===== src/stsc_pkg.sv =====
// Shared types, character constants and classification functions for the token scanner.
package stsc_pkg;

	// Width of the byte offset counters; offsets wrap at this width
	localparam int POS_W = 32;
	localparam int LEN_W = 32;
	localparam logic [LEN_W-1:0] LEN_MAX = '1;

	// Result queue geometry
	localparam int FIFO_DEPTH = 4;
	localparam int FIFO_AW = $clog2(FIFO_DEPTH);
	localparam int FIFO_CW = $clog2(FIFO_DEPTH + 1);

	// Character codes
	localparam logic [7:0] CH_TAB = 8'h09;
	localparam logic [7:0] CH_LF = 8'h0A;
	localparam logic [7:0] CH_VT = 8'h0B;
	localparam logic [7:0] CH_FF = 8'h0C;
	localparam logic [7:0] CH_CR = 8'h0D;
	localparam logic [7:0] CH_SPACE = 8'h20;
	localparam logic [7:0] CH_BANG = 8'h21;
	localparam logic [7:0] CH_QUOTE = 8'h22;
	localparam logic [7:0] CH_AMP = 8'h26;
	localparam logic [7:0] CH_LPAREN = 8'h28;
	localparam logic [7:0] CH_RPAREN = 8'h29;
	localparam logic [7:0] CH_STAR = 8'h2A;
	localparam logic [7:0] CH_PLUS = 8'h2B;
	localparam logic [7:0] CH_COMMA = 8'h2C;
	localparam logic [7:0] CH_MINUS = 8'h2D;
	localparam logic [7:0] CH_DOT = 8'h2E;
	localparam logic [7:0] CH_SLASH = 8'h2F;
	localparam logic [7:0] CH_0 = 8'h30;
	localparam logic [7:0] CH_9 = 8'h39;
	localparam logic [7:0] CH_COLON = 8'h3A;
	localparam logic [7:0] CH_SEMI = 8'h3B;
	localparam logic [7:0] CH_LT = 8'h3C;
	localparam logic [7:0] CH_EQ = 8'h3D;
	localparam logic [7:0] CH_GT = 8'h3E;
	localparam logic [7:0] CH_UP_A = 8'h41;
	localparam logic [7:0] CH_UP_F = 8'h46;
	localparam logic [7:0] CH_UP_H = 8'h48;
	localparam logic [7:0] CH_UP_Z = 8'h5A;
	localparam logic [7:0] CH_LBRACK = 8'h5B;
	localparam logic [7:0] CH_RBRACK = 8'h5D;
	localparam logic [7:0] CH_USCORE = 8'h5F;
	localparam logic [7:0] CH_LO_A = 8'h61;
	localparam logic [7:0] CH_LO_Z = 8'h7A;
	localparam logic [7:0] CH_LBRACE = 8'h7B;
	localparam logic [7:0] CH_BAR = 8'h7C;
	localparam logic [7:0] CH_RBRACE = 8'h7D;

	typedef enum logic [4:0] {
		TK_EOF, TK_UNKNOWN, TK_IDENT, TK_INTEGER, TK_STRING,
		TK_EQ_EQ, TK_EQ, TK_NOT_EQ, TK_NOT, TK_OR_OR, TK_AND_AND, TK_AND,
		TK_PLUS, TK_MINUS, TK_STAR, TK_SLASH, TK_COMMA, TK_DOT, TK_SEMI,
		TK_LPAREN, TK_RPAREN, TK_LBRACE, TK_RBRACE, TK_COLON, TK_LBRACK,
		TK_RBRACK, TK_LE, TK_LT, TK_GE, TK_GT
	} token_kind_t;

	typedef enum logic [1:0] {
		ERR_NONE,
		ERR_HEX_IN_DECIMAL,
		ERR_UNTERMINATED
	} error_code_t;

	typedef enum logic [2:0] {
		MODE_IDLE,
		MODE_IDENT,
		MODE_NUM,
		MODE_STR,
		MODE_CMT,
		MODE_OP
	} scan_mode_t;

	typedef struct packed {
		token_kind_t kind;
		logic [31:0] start;
		logic [LEN_W-1:0] length;
		error_code_t err;
		logic last;
	} result_t;

	// Results of one step, packed in order: r0 first, then r1
	typedef struct packed {
		logic [1:0] count;
		result_t r0;
		result_t r1;
	} push_t;

	function automatic logic [31:0] pos_to_start(input logic [POS_W-1:0] p);
		logic [POS_W+31:0] wide;
		wide = {32'b0, p};
		return wide[31:0];
	endfunction

	function automatic logic is_head(input logic [7:0] c);
		return c == CH_USCORE || (c >= CH_UP_A && c <= CH_UP_Z) ||
			(c >= CH_LO_A && c <= CH_LO_Z);
	endfunction

	function automatic logic is_dig(input logic [7:0] c);
		return c >= CH_0 && c <= CH_9;
	endfunction

	function automatic logic is_hexlet(input logic [7:0] c);
		return c >= CH_UP_A && c <= CH_UP_F;
	endfunction

	function automatic logic is_space(input logic [7:0] c);
		return c == CH_SPACE || c == CH_TAB || c == CH_FF || c == CH_VT ||
			c == CH_CR || c == CH_LF;
	endfunction

	function automatic logic is_op_head(input logic [7:0] c);
		return c == CH_EQ || c == CH_BANG || c == CH_AMP || c == CH_BAR ||
			c == CH_SLASH || c == CH_LT || c == CH_GT;
	endfunction

	// Kind of a waiting operator byte that found no partner
	function automatic token_kind_t single_kind(input logic [7:0] op);
		token_kind_t k;
		case (op)
			CH_EQ: k = TK_EQ;
			CH_BANG: k = TK_NOT;
			CH_AMP: k = TK_AND;
			CH_SLASH: k = TK_SLASH;
			CH_LT: k = TK_LT;
			CH_GT: k = TK_GT;
			default: k = TK_UNKNOWN;
		endcase
		return k;
	endfunction

	// Kind of a two-byte operator; TK_EOF when the pair forms none
	function automatic token_kind_t pair_kind(input logic [7:0] op, input logic [7:0] c);
		token_kind_t k;
		k = TK_EOF;
		if (c == CH_EQ) begin
			case (op)
				CH_EQ: k = TK_EQ_EQ;
				CH_BANG: k = TK_NOT_EQ;
				CH_LT: k = TK_LE;
				CH_GT: k = TK_GE;
				default: k = TK_EOF;
			endcase
		end else if (op == CH_AMP && c == CH_AMP) begin
			k = TK_AND_AND;
		end else if (op == CH_BAR && c == CH_BAR) begin
			k = TK_OR_OR;
		end
		return k;
	endfunction

	function automatic token_kind_t one_byte_kind(input logic [7:0] c);
		token_kind_t k;
		case (c)
			CH_PLUS: k = TK_PLUS;
			CH_MINUS: k = TK_MINUS;
			CH_STAR: k = TK_STAR;
			CH_COMMA: k = TK_COMMA;
			CH_DOT: k = TK_DOT;
			CH_SEMI: k = TK_SEMI;
			CH_LPAREN: k = TK_LPAREN;
			CH_RPAREN: k = TK_RPAREN;
			CH_LBRACE: k = TK_LBRACE;
			CH_RBRACE: k = TK_RBRACE;
			CH_COLON: k = TK_COLON;
			CH_LBRACK: k = TK_LBRACK;
			CH_RBRACK: k = TK_RBRACK;
			default: k = TK_UNKNOWN;
		endcase
		return k;
	endfunction

	function automatic result_t mk_result(
		input token_kind_t kind,
		input logic [POS_W-1:0] start,
		input logic [LEN_W-1:0] length,
		input error_code_t err
	);
		result_t r;
		r.kind = kind;
		r.start = pos_to_start(start);
		r.length = length;
		r.err = err;
		r.last = 1'b0;
		return r;
	endfunction

endpackage


===== src/stsc_text_if.sv =====
// Channel carrying source bytes into the scanner.
interface stsc_text_if;
	logic valid;
	logic ready;
	logic [7:0] text_byte;
	logic end_of_text;

	modport source (output valid, output text_byte, output end_of_text, input ready);
	modport sink (input valid, input text_byte, input end_of_text, output ready);
endinterface


===== src/stsc_token_if.sv =====
// Channel carrying finished tokens out of the scanner.
interface stsc_token_if;
	logic valid;
	logic ready;
	logic [4:0] token_kind;
	logic [31:0] token_start;
	logic [31:0] token_length;
	logic [1:0] error_code;
	logic last_of_run;

	modport source (output valid, output token_kind, output token_start,
		output token_length, output error_code, output last_of_run, input ready);
	modport sink (input valid, input token_kind, input token_start,
		input token_length, input error_code, input last_of_run, output ready);
endinterface


===== src/stsc_core.sv =====
// Input register and per-byte scanner state update producing up to two results.
module stsc_core (
	input logic clk,
	input logic arst_n,
	stsc_text_if.sink text,
	input logic room,
	output stsc_pkg::push_t push
);
	import stsc_pkg::*;

	logic valid_s1;
	logic [7:0] byte_s1;
	logic eot_s1;
	logic advance;

	scan_mode_t mode_q, mode_d;
	logic [7:0] pend_op_q, pend_op_d;
	logic [POS_W-1:0] tok_begin_q, tok_begin_d;
	logic [POS_W-1:0] byte_pos_q, byte_pos_d;
	logic saw_hex_q, saw_hex_d;
	logic [LEN_W-1:0] tlen_q, tlen_d;

	logic [LEN_W-1:0] tlen_inc;
	logic taken;
	logic a_v, b_v;
	result_t a_r, b_r;
	token_kind_t pk;

	assign advance = valid_s1 && room;
	assign text.ready = !valid_s1 || room;

	// Hold the accepted byte until the queue has room for its results
	always_ff @(posedge clk or negedge arst_n) begin
		if (!arst_n) begin
			valid_s1 <= 1'b0;
		end else if (text.ready) begin
			valid_s1 <= text.valid;
		end
	end

	always_ff @(posedge clk) begin
		if (text.valid && text.ready) begin
			byte_s1 <= text.text_byte;
			eot_s1 <= text.end_of_text;
		end
	end

	// Scanner state
	always_ff @(posedge clk or negedge arst_n) begin
		if (!arst_n) begin
			mode_q <= MODE_IDLE;
			pend_op_q <= '0;
			tok_begin_q <= '0;
			byte_pos_q <= '0;
			saw_hex_q <= 1'b0;
			tlen_q <= '0;
		end else if (advance) begin
			mode_q <= mode_d;
			pend_op_q <= pend_op_d;
			tok_begin_q <= tok_begin_d;
			byte_pos_q <= byte_pos_d;
			saw_hex_q <= saw_hex_d;
			tlen_q <= tlen_d;
		end
	end

	assign tlen_inc = (tlen_q == LEN_MAX) ? tlen_q : tlen_q + 1'b1;

	// Step: close or extend the pending token, then maybe open a new one
	always_comb begin
		mode_d = mode_q;
		pend_op_d = pend_op_q;
		tok_begin_d = tok_begin_q;
		byte_pos_d = byte_pos_q + 1'b1;
		saw_hex_d = saw_hex_q;
		tlen_d = tlen_q;
		taken = 1'b0;
		a_v = 1'b0;
		b_v = 1'b0;
		a_r = mk_result(TK_EOF, tok_begin_q, tlen_q, ERR_NONE);
		b_r = mk_result(TK_EOF, byte_pos_q, '0, ERR_NONE);
		pk = pair_kind(pend_op_q, byte_s1);

		if (eot_s1) begin
			// Flush the open token, then report end of text and start over
			case (mode_q)
				MODE_IDENT: begin
					a_v = 1'b1;
					a_r = mk_result(TK_IDENT, tok_begin_q, tlen_q, ERR_NONE);
				end
				MODE_NUM: begin
					a_v = 1'b1;
					a_r = mk_result(TK_INTEGER, tok_begin_q, tlen_q,
						saw_hex_q ? ERR_HEX_IN_DECIMAL : ERR_NONE);
				end
				MODE_STR: begin
					a_v = 1'b1;
					a_r = mk_result(TK_STRING, tok_begin_q, tlen_q, ERR_UNTERMINATED);
				end
				MODE_OP: begin
					a_v = 1'b1;
					a_r = mk_result(single_kind(pend_op_q), tok_begin_q, LEN_W'(1),
						ERR_NONE);
				end
				default: a_v = 1'b0;
			endcase
			b_v = 1'b1;
			mode_d = MODE_IDLE;
			pend_op_d = '0;
			tok_begin_d = '0;
			byte_pos_d = '0;
			saw_hex_d = 1'b0;
			tlen_d = '0;
		end else begin
			case (mode_q)
				MODE_IDENT: begin
					if (is_head(byte_s1) || is_dig(byte_s1)) begin
						tlen_d = tlen_inc;
						taken = 1'b1;
					end else begin
						a_v = 1'b1;
						a_r = mk_result(TK_IDENT, tok_begin_q, tlen_q, ERR_NONE);
						mode_d = MODE_IDLE;
					end
				end
				MODE_NUM: begin
					if (is_dig(byte_s1) || is_hexlet(byte_s1)) begin
						tlen_d = tlen_inc;
						if (is_hexlet(byte_s1)) begin
							saw_hex_d = 1'b1;
						end
						taken = 1'b1;
					end else if (byte_s1 == CH_UP_H) begin
						tlen_d = tlen_inc;
						a_v = 1'b1;
						a_r = mk_result(TK_INTEGER, tok_begin_q, tlen_inc, ERR_NONE);
						mode_d = MODE_IDLE;
						taken = 1'b1;
					end else begin
						a_v = 1'b1;
						a_r = mk_result(TK_INTEGER, tok_begin_q, tlen_q,
							saw_hex_q ? ERR_HEX_IN_DECIMAL : ERR_NONE);
						mode_d = MODE_IDLE;
					end
				end
				MODE_STR: begin
					tlen_d = tlen_inc;
					taken = 1'b1;
					if (byte_s1 == CH_QUOTE) begin
						a_v = 1'b1;
						a_r = mk_result(TK_STRING, tok_begin_q, tlen_inc, ERR_NONE);
						mode_d = MODE_IDLE;
					end else if (byte_s1 == CH_CR || byte_s1 == CH_LF) begin
						a_v = 1'b1;
						a_r = mk_result(TK_STRING, tok_begin_q, tlen_inc, ERR_UNTERMINATED);
						mode_d = MODE_IDLE;
					end
				end
				MODE_CMT: begin
					taken = 1'b1;
					if (byte_s1 == CH_LF) begin
						mode_d = MODE_IDLE;
					end
				end
				MODE_OP: begin
					if (pend_op_q == CH_SLASH && byte_s1 == CH_SLASH) begin
						mode_d = MODE_CMT;
						taken = 1'b1;
					end else if (pk != TK_EOF) begin
						a_v = 1'b1;
						a_r = mk_result(pk, tok_begin_q, LEN_W'(2), ERR_NONE);
						mode_d = MODE_IDLE;
						taken = 1'b1;
					end else begin
						a_v = 1'b1;
						a_r = mk_result(single_kind(pend_op_q), tok_begin_q, LEN_W'(1),
							ERR_NONE);
						mode_d = MODE_IDLE;
					end
					pend_op_d = '0;
				end
				default: mode_d = MODE_IDLE;
			endcase

			// Open a new token on a byte nobody consumed
			if (!taken && !is_space(byte_s1)) begin
				tok_begin_d = byte_pos_q;
				tlen_d = LEN_W'(1);
				if (is_head(byte_s1)) begin
					mode_d = MODE_IDENT;
				end else if (is_dig(byte_s1)) begin
					mode_d = MODE_NUM;
					saw_hex_d = 1'b0;
				end else if (byte_s1 == CH_QUOTE) begin
					mode_d = MODE_STR;
				end else if (is_op_head(byte_s1)) begin
					mode_d = MODE_OP;
					pend_op_d = byte_s1;
				end else begin
					b_v = 1'b1;
					b_r = mk_result(one_byte_kind(byte_s1), byte_pos_q, LEN_W'(1),
						ERR_NONE);
				end
			end
		end
	end

	// Pack results in order and mark the final one
	always_comb begin
		push.r0 = a_v ? a_r : b_r;
		push.r1 = b_r;
		push.r0.last = !(a_v && b_v);
		push.r1.last = 1'b1;
		if (!advance) begin
			push.count = 2'd0;
		end else begin
			push.count = {1'b0, a_v} + {1'b0, b_v};
		end
	end

endmodule


===== src/stsc_out_fifo.sv =====
// Result queue taking up to two results per cycle and driving the token channel.
module stsc_out_fifo (
	input logic clk,
	input logic arst_n,
	input stsc_pkg::push_t push,
	output logic room,
	stsc_token_if.source tokens
);
	import stsc_pkg::*;

	result_t mem [FIFO_DEPTH];
	logic [FIFO_AW-1:0] wr_ptr_q, rd_ptr_q;
	logic [FIFO_CW-1:0] count_q;
	logic pop;
	result_t head;

	assign pop = tokens.valid && tokens.ready;
	assign room = count_q <= FIFO_CW'(FIFO_DEPTH - 2);

	// Store incoming results in order
	always_ff @(posedge clk) begin
		if (push.count != 2'd0) begin
			mem[wr_ptr_q] <= push.r0;
		end
		if (push.count == 2'd2) begin
			mem[wr_ptr_q + FIFO_AW'(1)] <= push.r1;
		end
	end

	// Advance pointers and occupancy
	always_ff @(posedge clk or negedge arst_n) begin
		if (!arst_n) begin
			wr_ptr_q <= '0;
			rd_ptr_q <= '0;
			count_q <= '0;
		end else begin
			wr_ptr_q <= wr_ptr_q + FIFO_AW'(push.count);
			if (pop) begin
				rd_ptr_q <= rd_ptr_q + FIFO_AW'(1);
			end
			count_q <= count_q + FIFO_CW'(push.count) - FIFO_CW'(pop);
		end
	end

	assign head = mem[rd_ptr_q];
	assign tokens.valid = count_q != '0;
	assign tokens.token_kind = head.kind;
	assign tokens.token_start = head.start;
	assign tokens.token_length = head.length;
	assign tokens.error_code = head.err;
	assign tokens.last_of_run = head.last;

endmodule


===== src/source_token_scanner.sv =====
// Top level of the streaming source token scanner.
//
//   channel  role   payload
//   text     sink   text_byte[7:0], end_of_text
//   tokens   source token_kind[4:0], token_start[31:0], token_length[31:0],
//                   error_code[1:0], last_of_run
//
// One byte is taken per cycle while the result queue has room; its results pass the
// input register, then the queue, before they are offered on tokens.
// A byte yields zero, one or two tokens; the token channel moves one per cycle,
// so with tokens ready the rate is one byte per cycle unless two-token bytes pile up.
// A stall on tokens lets the four-entry result queue reach three or four entries,
// then, with a byte waiting, holds text ready low until it drains to two.
// Reset returns the scanner to offset zero between tokens with an empty queue.
module source_token_scanner (
	input logic clk,
	input logic arst_n,
	stsc_text_if.sink text,
	stsc_token_if.source tokens
);
	import stsc_pkg::*;

	push_t push;
	logic room;

	stsc_core u_core (
		.clk(clk),
		.arst_n(arst_n),
		.text(text),
		.room(room),
		.push(push)
	);

	stsc_out_fifo u_out_fifo (
		.clk(clk),
		.arst_n(arst_n),
		.push(push),
		.room(room),
		.tokens(tokens)
	);

endmodule

===== src/flat_wrapper.sv =====
// flat-port wrapper written by rule: the top's interface ports become plain ports
module source_token_scanner_flat import stsc_pkg::*;
  (clk, arst_n, text_valid, text_text_byte, text_end_of_text, text_ready, tokens_valid, tokens_token_kind, tokens_token_start, tokens_token_length, tokens_error_code, tokens_last_of_run, tokens_ready);
  stsc_text_if text_i ();
  stsc_token_if tokens_i ();
  input logic clk;
  input logic arst_n;
  input wire logic [$bits(text_i.valid)-1:0] text_valid;
  input wire logic [$bits(text_i.text_byte)-1:0] text_text_byte;
  input wire logic [$bits(text_i.end_of_text)-1:0] text_end_of_text;
  output wire logic [$bits(text_i.ready)-1:0] text_ready;
  output wire logic [$bits(tokens_i.valid)-1:0] tokens_valid;
  output wire logic [$bits(tokens_i.token_kind)-1:0] tokens_token_kind;
  output wire logic [$bits(tokens_i.token_start)-1:0] tokens_token_start;
  output wire logic [$bits(tokens_i.token_length)-1:0] tokens_token_length;
  output wire logic [$bits(tokens_i.error_code)-1:0] tokens_error_code;
  output wire logic [$bits(tokens_i.last_of_run)-1:0] tokens_last_of_run;
  input wire logic [$bits(tokens_i.ready)-1:0] tokens_ready;
  assign text_i.valid = text_valid;
  assign text_i.text_byte = text_text_byte;
  assign text_i.end_of_text = text_end_of_text;
  assign text_ready = text_i.ready;
  assign tokens_valid = tokens_i.valid;
  assign tokens_token_kind = tokens_i.token_kind;
  assign tokens_token_start = tokens_i.token_start;
  assign tokens_token_length = tokens_i.token_length;
  assign tokens_error_code = tokens_i.error_code;
  assign tokens_last_of_run = tokens_i.last_of_run;
  assign tokens_i.ready = tokens_ready;
  source_token_scanner u_core (.clk(clk), .arst_n(arst_n), .text(text_i), .tokens(tokens_i));
endmodule

===== config.mk =====
export PLATFORM = sky130hd
export DESIGN_NAME = source_token_scanner_flat
export DESIGN_NICKNAME = d
export VERILOG_FILES = /design/src/stsc_pkg.sv /design/src/stsc_text_if.sv /design/src/stsc_token_if.sv /design/src/stsc_core.sv /design/src/stsc_out_fifo.sv /design/src/source_token_scanner.sv /design/src/flat_wrapper.sv
export SDC_FILE = /design/constraint.sdc
export NUM_CORES = 1
export LEC_CHECK = 0
export ABC_AREA = 1
export BUFFER_PORTS_ARGS = -buffer_cell sky130_fd_sc_hd__buf_2
export CAP_MARGIN = 0
export CORE_MARGIN = 1
export CORE_UTILIZATION = 41
export CTS_BUF_LIST = sky130_fd_sc_hd__clkbuf_16
export DETAILED_ROUTE_END_ITERATION = 6
export PLACE_DENSITY_LB_ADDON = 0.3
export SLEW_MARGIN = 20
export SYNTH_ARGS = -nofsm -noshare
export SYNTH_HDL_FRONTEND = slang
export SYNTH_SLANG_ARGS = --single-unit

===== constraint.sdc =====
create_clock -name clk -period 8.3 [get_ports clk]
set_clock_uncertainty 0.05 [all_clocks]
set_input_delay 2.49 -clock clk [delete_from_list [all_inputs] [get_ports clk]]
set_output_delay 2.49 -clock clk [all_outputs]
set_load 0.02 [all_outputs]

Yosys cells after proc, flatten, opt, wreduce, memory -nomap -nowiden
Memory sizes are Yosys's and may differ from the RTL's.
Cells that the tools add are included.
Cells by class
  reductions and logical operators: 42
  order comparisons: 8
  add/subtract/negate cells: 8
  equality and inequality tests: 45
  mux-type cells: 87
Operators by type and width (count)
  2-to-1 mux 72 bit: 10
  one-hot mux 72 bit (4 select lines): 2
  2-to-1 mux 32 bit: 9
  equality test 8 x 6 -> 1 bit (second input constant): 23
  2-to-1 mux 70 bit: 2
  2-to-1 mux 69 bit: 2
  one-hot mux 32 bit (3 select lines): 1
  one-hot mux 5 bit (13 select lines): 1
  adder 32 x 1 -> 32 bit (second input constant): 2
  equality test 8 x 7 -> 1 bit (second input constant): 8
  2-to-1 mux 8 bit: 7
  equality test 8 x 4 -> 1 bit (second input constant): 5
  2-to-1 mux 3 bit: 12
  2-to-1 mux 35 bit: 1
  equality test 32 bit (second input constant): 1
  2-to-1 mux 1 bit: 31
  one-hot mux 5 bit (6 select lines): 1
  less-or-equal comparator 8 x 7 -> 1 bit (second input constant): 3
  one-hot mux 5 bit (4 select lines): 1
  logical OR 1 bit: 17
  >= comparator 8 x 7 -> 1 bit (second input constant): 2
  one-hot mux 3 bit (5 select lines): 1
  logical AND 1 bit: 12
  nonzero test 5 bit: 2
  other kinds (25): 34
Storage, ports and cells
  output and inout bits: 74
  RAM bits: 288
  input port bits: 13
  logic and storage cells: 203
  memories kept: 1
  flip-flop bits (word level): 125
Memory list
  u_core.u_out_fifo.mem: depth 4, width 72, rd ports 1, clocked after memory_dff 0, write ports 2, RTL line stsc_out_fifo.sv:11  | result_t mem [FIFO_DEPTH];

Logic depth before layout (Yosys ltp)
  word-level depth: 19
  gate-level depth with buffers: 27
  gate-level depth less buffers: 24

Modules after synthesis
From an unflattened synthesis, not the netlist that was laid out.
Unflattened totals
  cell total of the unflattened synthesis: 3372
  area, all modules: 24815.0 µm²
By module, submodules not included
  stsc_out_fifo: instances 1, area an instance 15590.0 µm², seq. area each 8823.5 µm², cells each 1928
  stsc_core: instances 1, area an instance 9225.1 µm², seq. area each 2997.9 µm², cells each 1444

Worst setup path after synthesis
No wires, ideal clock.
  kind: register -> register
  from: register u_core.u_core.byte_s1[2]
  to: memory u_core.u_out_fifo.mem[3][35] in the netlist's numbering, enable pin
  arrival: 3776 ps
  required time: 7857 ps
  setup time: 393 ps
  stages on the path, launching flop included: 21
  period minus slack after synthesis: 4219 ps
  buffers on the path: 3
  slack: 4081 ps
  cell sequence: edfxtp_1 > inv_2 > nand2_4 > o21ai_1 > nand3_4 > nand3_2 > nand2_1 > nor2_2 > nand2_2 > nand2_2 > buf_8 > clkinv_4 > buf_2 > ha_1 > inv_1 > nor2_1 > nor2_1 > nor2_1 > clkbuf_1 > nor2_1 > inv_1
RTL lines
  start: declaration: RTL line stsc_core.sv:12  | logic [7:0] byte_s1;
  start signal: assignment: RTL line stsc_core.sv:43  | byte_s1 <= text.text_byte;
  end: declaration: RTL line stsc_out_fifo.sv:11

Worst setup path after layout
  from: register u_core.u_out_fifo.rd_ptr_q[0]
  to: output tokens_error_code[1]
Between the ends
  word-level cells in the longest chain between the ends: 1
RTL lines
  start: declaration: RTL line stsc_out_fifo.sv:12  | logic [FIFO_AW-1:0] wr_ptr_q, rd_ptr_q;
  start signal: assignment: RTL line stsc_out_fifo.sv:39  | rd_ptr_q <= rd_ptr_q + FIFO_AW'(1);
  memory read (4 x 72 bit)
  end: declaration: RTL line flat_wrapper.sv:16  | output wire logic [$bits(tokens_i.error_code)-1:0] tokens_error_code;
No other way between the ends.

==> flow_summary.yaml <==
outcome:
  status: "complete, no violations"
setup_path:
  rr_startpoint: "u_core.u_core.byte_s1[0]"
  critPathRequiredTime_ns: 5.76
  crit_arrival_ns: 3.29
  worstSetupPathType: "flop to primary output"
  cp-end-kind: "primary output"
  crit_fanout: 88
  start_kind: "flop"
  startpoint: "u_core.u_out_fifo.rd_ptr_q[0]"
clocking:
  cts.sinks: 413
  clk_latency_ns: 0.62
  path_clk_slew_ns: 0.06
  ctsHoldBuffers: 0
  post_cts_buffers: 0
  htree_levels: 2
  clockRootBuffer: "clkbuf_16"
  post_cts_resized: 0
  clockBufferDepth: 3
  tritoncts: "done"
  numCtsBuffers: 47
yosys:
  yosys.area_share.adder: 0.00496
  synth_top_area_share: 0.223
  synth_top_family_by_area: "simple AND/OR/NAND/NOR gates"
  synth_compound_area_frac: 0.178
  synth_ff_type: "edfxtp_1"
  synth_edf_count: 161
  yosys.area.top_type: "edfxtp_1"
  ys_types: 55
  synth_area_um2: 21700
  synthesis.instances: 2758
  ys_seq_elements: 413
  syn_area_per_cell_um2: 7.87
  ys_seq_area_frac: 0.482
  synthTopCellsByArea: "edfxtp_1 (22%), dfrtp_1 (13%), nand2_1 (13%), dfxtp_1 (13%), o21ai_0 (6.3%)"
  async_reset_ff_frac: 0.281
  yosys.area_share.simple: 0.254
  synth_xor_area_frac: 0.0170
  yosysWarnings: 0
  muxShareOfSynthArea: 0
  syn-num-nets: 2779
power_and_ir_drop:
  p_per_area_nw_per_um2: 318
  pwr-share-clk: 0.268
  power.switching_mw: 3.29
  seqPwrFrac: 0.345
  swShare: 0.430
  internal_power_mw: 4.36
  combPwrFrac: 0.387
  peakVddDrop_mv: 0.278
  power_leakage_nw: 9.69
  p_total_mw: 7.66
global_route:
  grt_first_pass_wirelength_mm: 108
  antenna_found_initial: 0
  first_global_vias: 18802
  grt_max_degree: 89
  overflow: 0
  gr-usage-all-layers: 0.257
floorplan:
  coreArea_um2: 51800
  num_rows: 83
  die_x_um: 232
  initial_utilization: 0.419
  die-area_um2: 53800
  boundaryPins: 87
  dieHeight_um: 232
timing:
  worst_slack_ns: 2.47
  fin_tns_setup_ns: 0
  slew_viol_final: 0
  final.min_clock_period_ns: 5.83
  max_slew.worst_pin.slew_ns: 1.01
  hold_violations: 0
  final-setup-viol-count: 0
  rsz0062_at_grt: "false"
  fmax_mhz: 172
  hold-worst-slack_ns: 0.399
  finalCritPeriodShare: 0.702
  timing.slew.headroom: 0.326
route:
  ant_nets: 0
  routedWlPerCell_um: 19.9
  drtPass1Iterations: 5
  viasPerCell: 5.75
  dr.first_iter.drc_count: 2215
  drt-total-wl_mm: 69.3
  vias: 20003
  drt_drc_violations_left: 0
cells_and_area:
  post-route-util: 0.464
  n_antenna_cell: 0
  syn_to_final_growth_pct: 10.9
  fin_cells: 3481
  layout-drive-gt1-share: 0.117
  nets: 2783
  final_area_um2: 24100
flow_run:
  cap_violations: 0
worst_hold_path:
  min_path_type: "flop to flop"
  holdCritStartpoint: "u_core.u_out_fifo.mem[2][26]"
place:
  place_ws_ns: 2.55
  dp_cells: 3393
  globalplace.congestion: 0.996
  placed_cell_area_um2: 22500
  dp_hpwl_mm: 43.7
  port_buffers: 86
flip-flops by register name (all words and copies together) (netlist names):
name / cells
u_core.u_out_fifo.count_q: 3
u_core.u_core.valid_s1: 1
u_core.u_core.saw_hex_q: 1
u_core.u_out_fifo.mem: 288
u_core.u_core.tlen_q: 32
u_core.u_core.tok_begin_q: 32
u_core.u_core.eot_s1: 1
u_core.u_core.mode_q: 3
u_core.u_out_fifo.wr_ptr_q: 2
u_core.u_core.byte_pos_q: 32
u_core.u_core.pend_op_q: 8
u_core.u_core.byte_s1: 8
u_core.u_out_fifo.rd_ptr_q: 2
final cells by class:
class / instances / area, um2
clock buffer: 52 / 1300
multi-input combinational: 2008 / 9880
fill: 5064 / 27800
tap: 680 / 851
timing repair buffer: 119 / 681
inverter: 173 / 657
clock inverter: 36 / 211
sequential: 413 / 10500
critical path, cell delays in order, from the launching register on:
cell     delay [ns]
dfrtp_4        0.84
buf_4          0.85
o21ai_0        0.17
o22ai_1        0.51
buf_2          0.27
cell usage in the layout, fill, tap and decap left out, types with 3 or more instances in the layout:
cell type and n:
o22ai_1 209, o21ai_1 62, o21ai_0 271, clkinv_2 12, o31ai_1 13, nor2_2 20
buf_2 85, clkbuf_16 52, inv_2 19, nand4_1 31, dfrtp_1 114, nand2_2 18
clkinvlp_4 3, a22o_1 4, nand2_1 727, inv_1 153, o21ai_2 34, o211ai_1 3
nor2_1 287, nor2_4 6, dfxtp_1 136, nand3_2 12, nor4_1 16, a21oi_2 3
nor3_2 3, nand3_1 107, nor3_1 40, ha_1 7, clkinv_1 16, a21oi_1 62
nand2_4 6, xor2_1 40, and2_1 4, nand3_4 3, buf_4 34, edfxtp_1 161
cells in the mapped netlist, types with 5 or more instances:
master,count
buf_1,6
nor2_1,293
nand3_1,107
clkinv_1,8
o21ai_0,271
dfxtp_1,136
nor4_1,16
nand4_1,31
ha_1,7
nand2_4,5
a21oi_1,62
xor2_1,40
o31ai_1,13
inv_2,18
inv_1,146
o21ai_2,34
nand3_2,12
nor3_1,40
clkbuf_1,117
dfrtp_1,116
buf_4,7
o22ai_1,209
nand2_2,19
o21ai_1,62
nor2_4,6
buf_2,27
nor2_2,14
nand2_1,727
edfxtp_1,161
path summary, 6_finish.rpt:
path / to / slack [ns] / cells after the start
worst min-delay path: u_core.u_out_fifo.mem[2][26] / 0.40 / 2
worst max register to register: u_core.u_out_fifo.mem[1][44] / 2.47 / 24
worst max-delay path: tokens_error_code[1] / 2.47 / 4
min in group asynchronous: u_core.u_core.tlen_q[2] / 1.92 / 1
worst min register to register: u_core.u_out_fifo.mem[2][26] / 0.40 / 2
max in group asynchronous: u_core.u_core.tok_begin_q[9] / 4.82 / 2
power groups by stage:
stage | clock, mW | sequential [mW] | combinational [mW]
final | 2.05 | 2.64 | 2.96
after global routing | 2.16 | 2.68 | 3.21
after CTS | 2.08 | 2.64 | 2.95
after detailed placement | 0 | 2.68 | 2.93
after global placement | 0 | 2.67 | 2.91
after floorplan | 0 | 2.60 | 1.99
routing by layer:
layer / vias up / GRT usage / wire length (um)
met5: - / 0 / 0
met3: 122 / 0.0340 / 5570
met2: 904 / 0.393 / 30500
li1: 9400 / - / -
met1: 9577 / 0.375 / 31400
met4: 0 / 0.0789 / 1870
logic make-up (layout without fill, tap and decap cells):
group,Yosys count,count (layout)
buf+inv,337,380
xor+xnor,42,42
fa+ha+maj,8,8
compound gates,670,670
flops,413,413
simple gates,1288,1288
(Power assumes the default switching activity.)
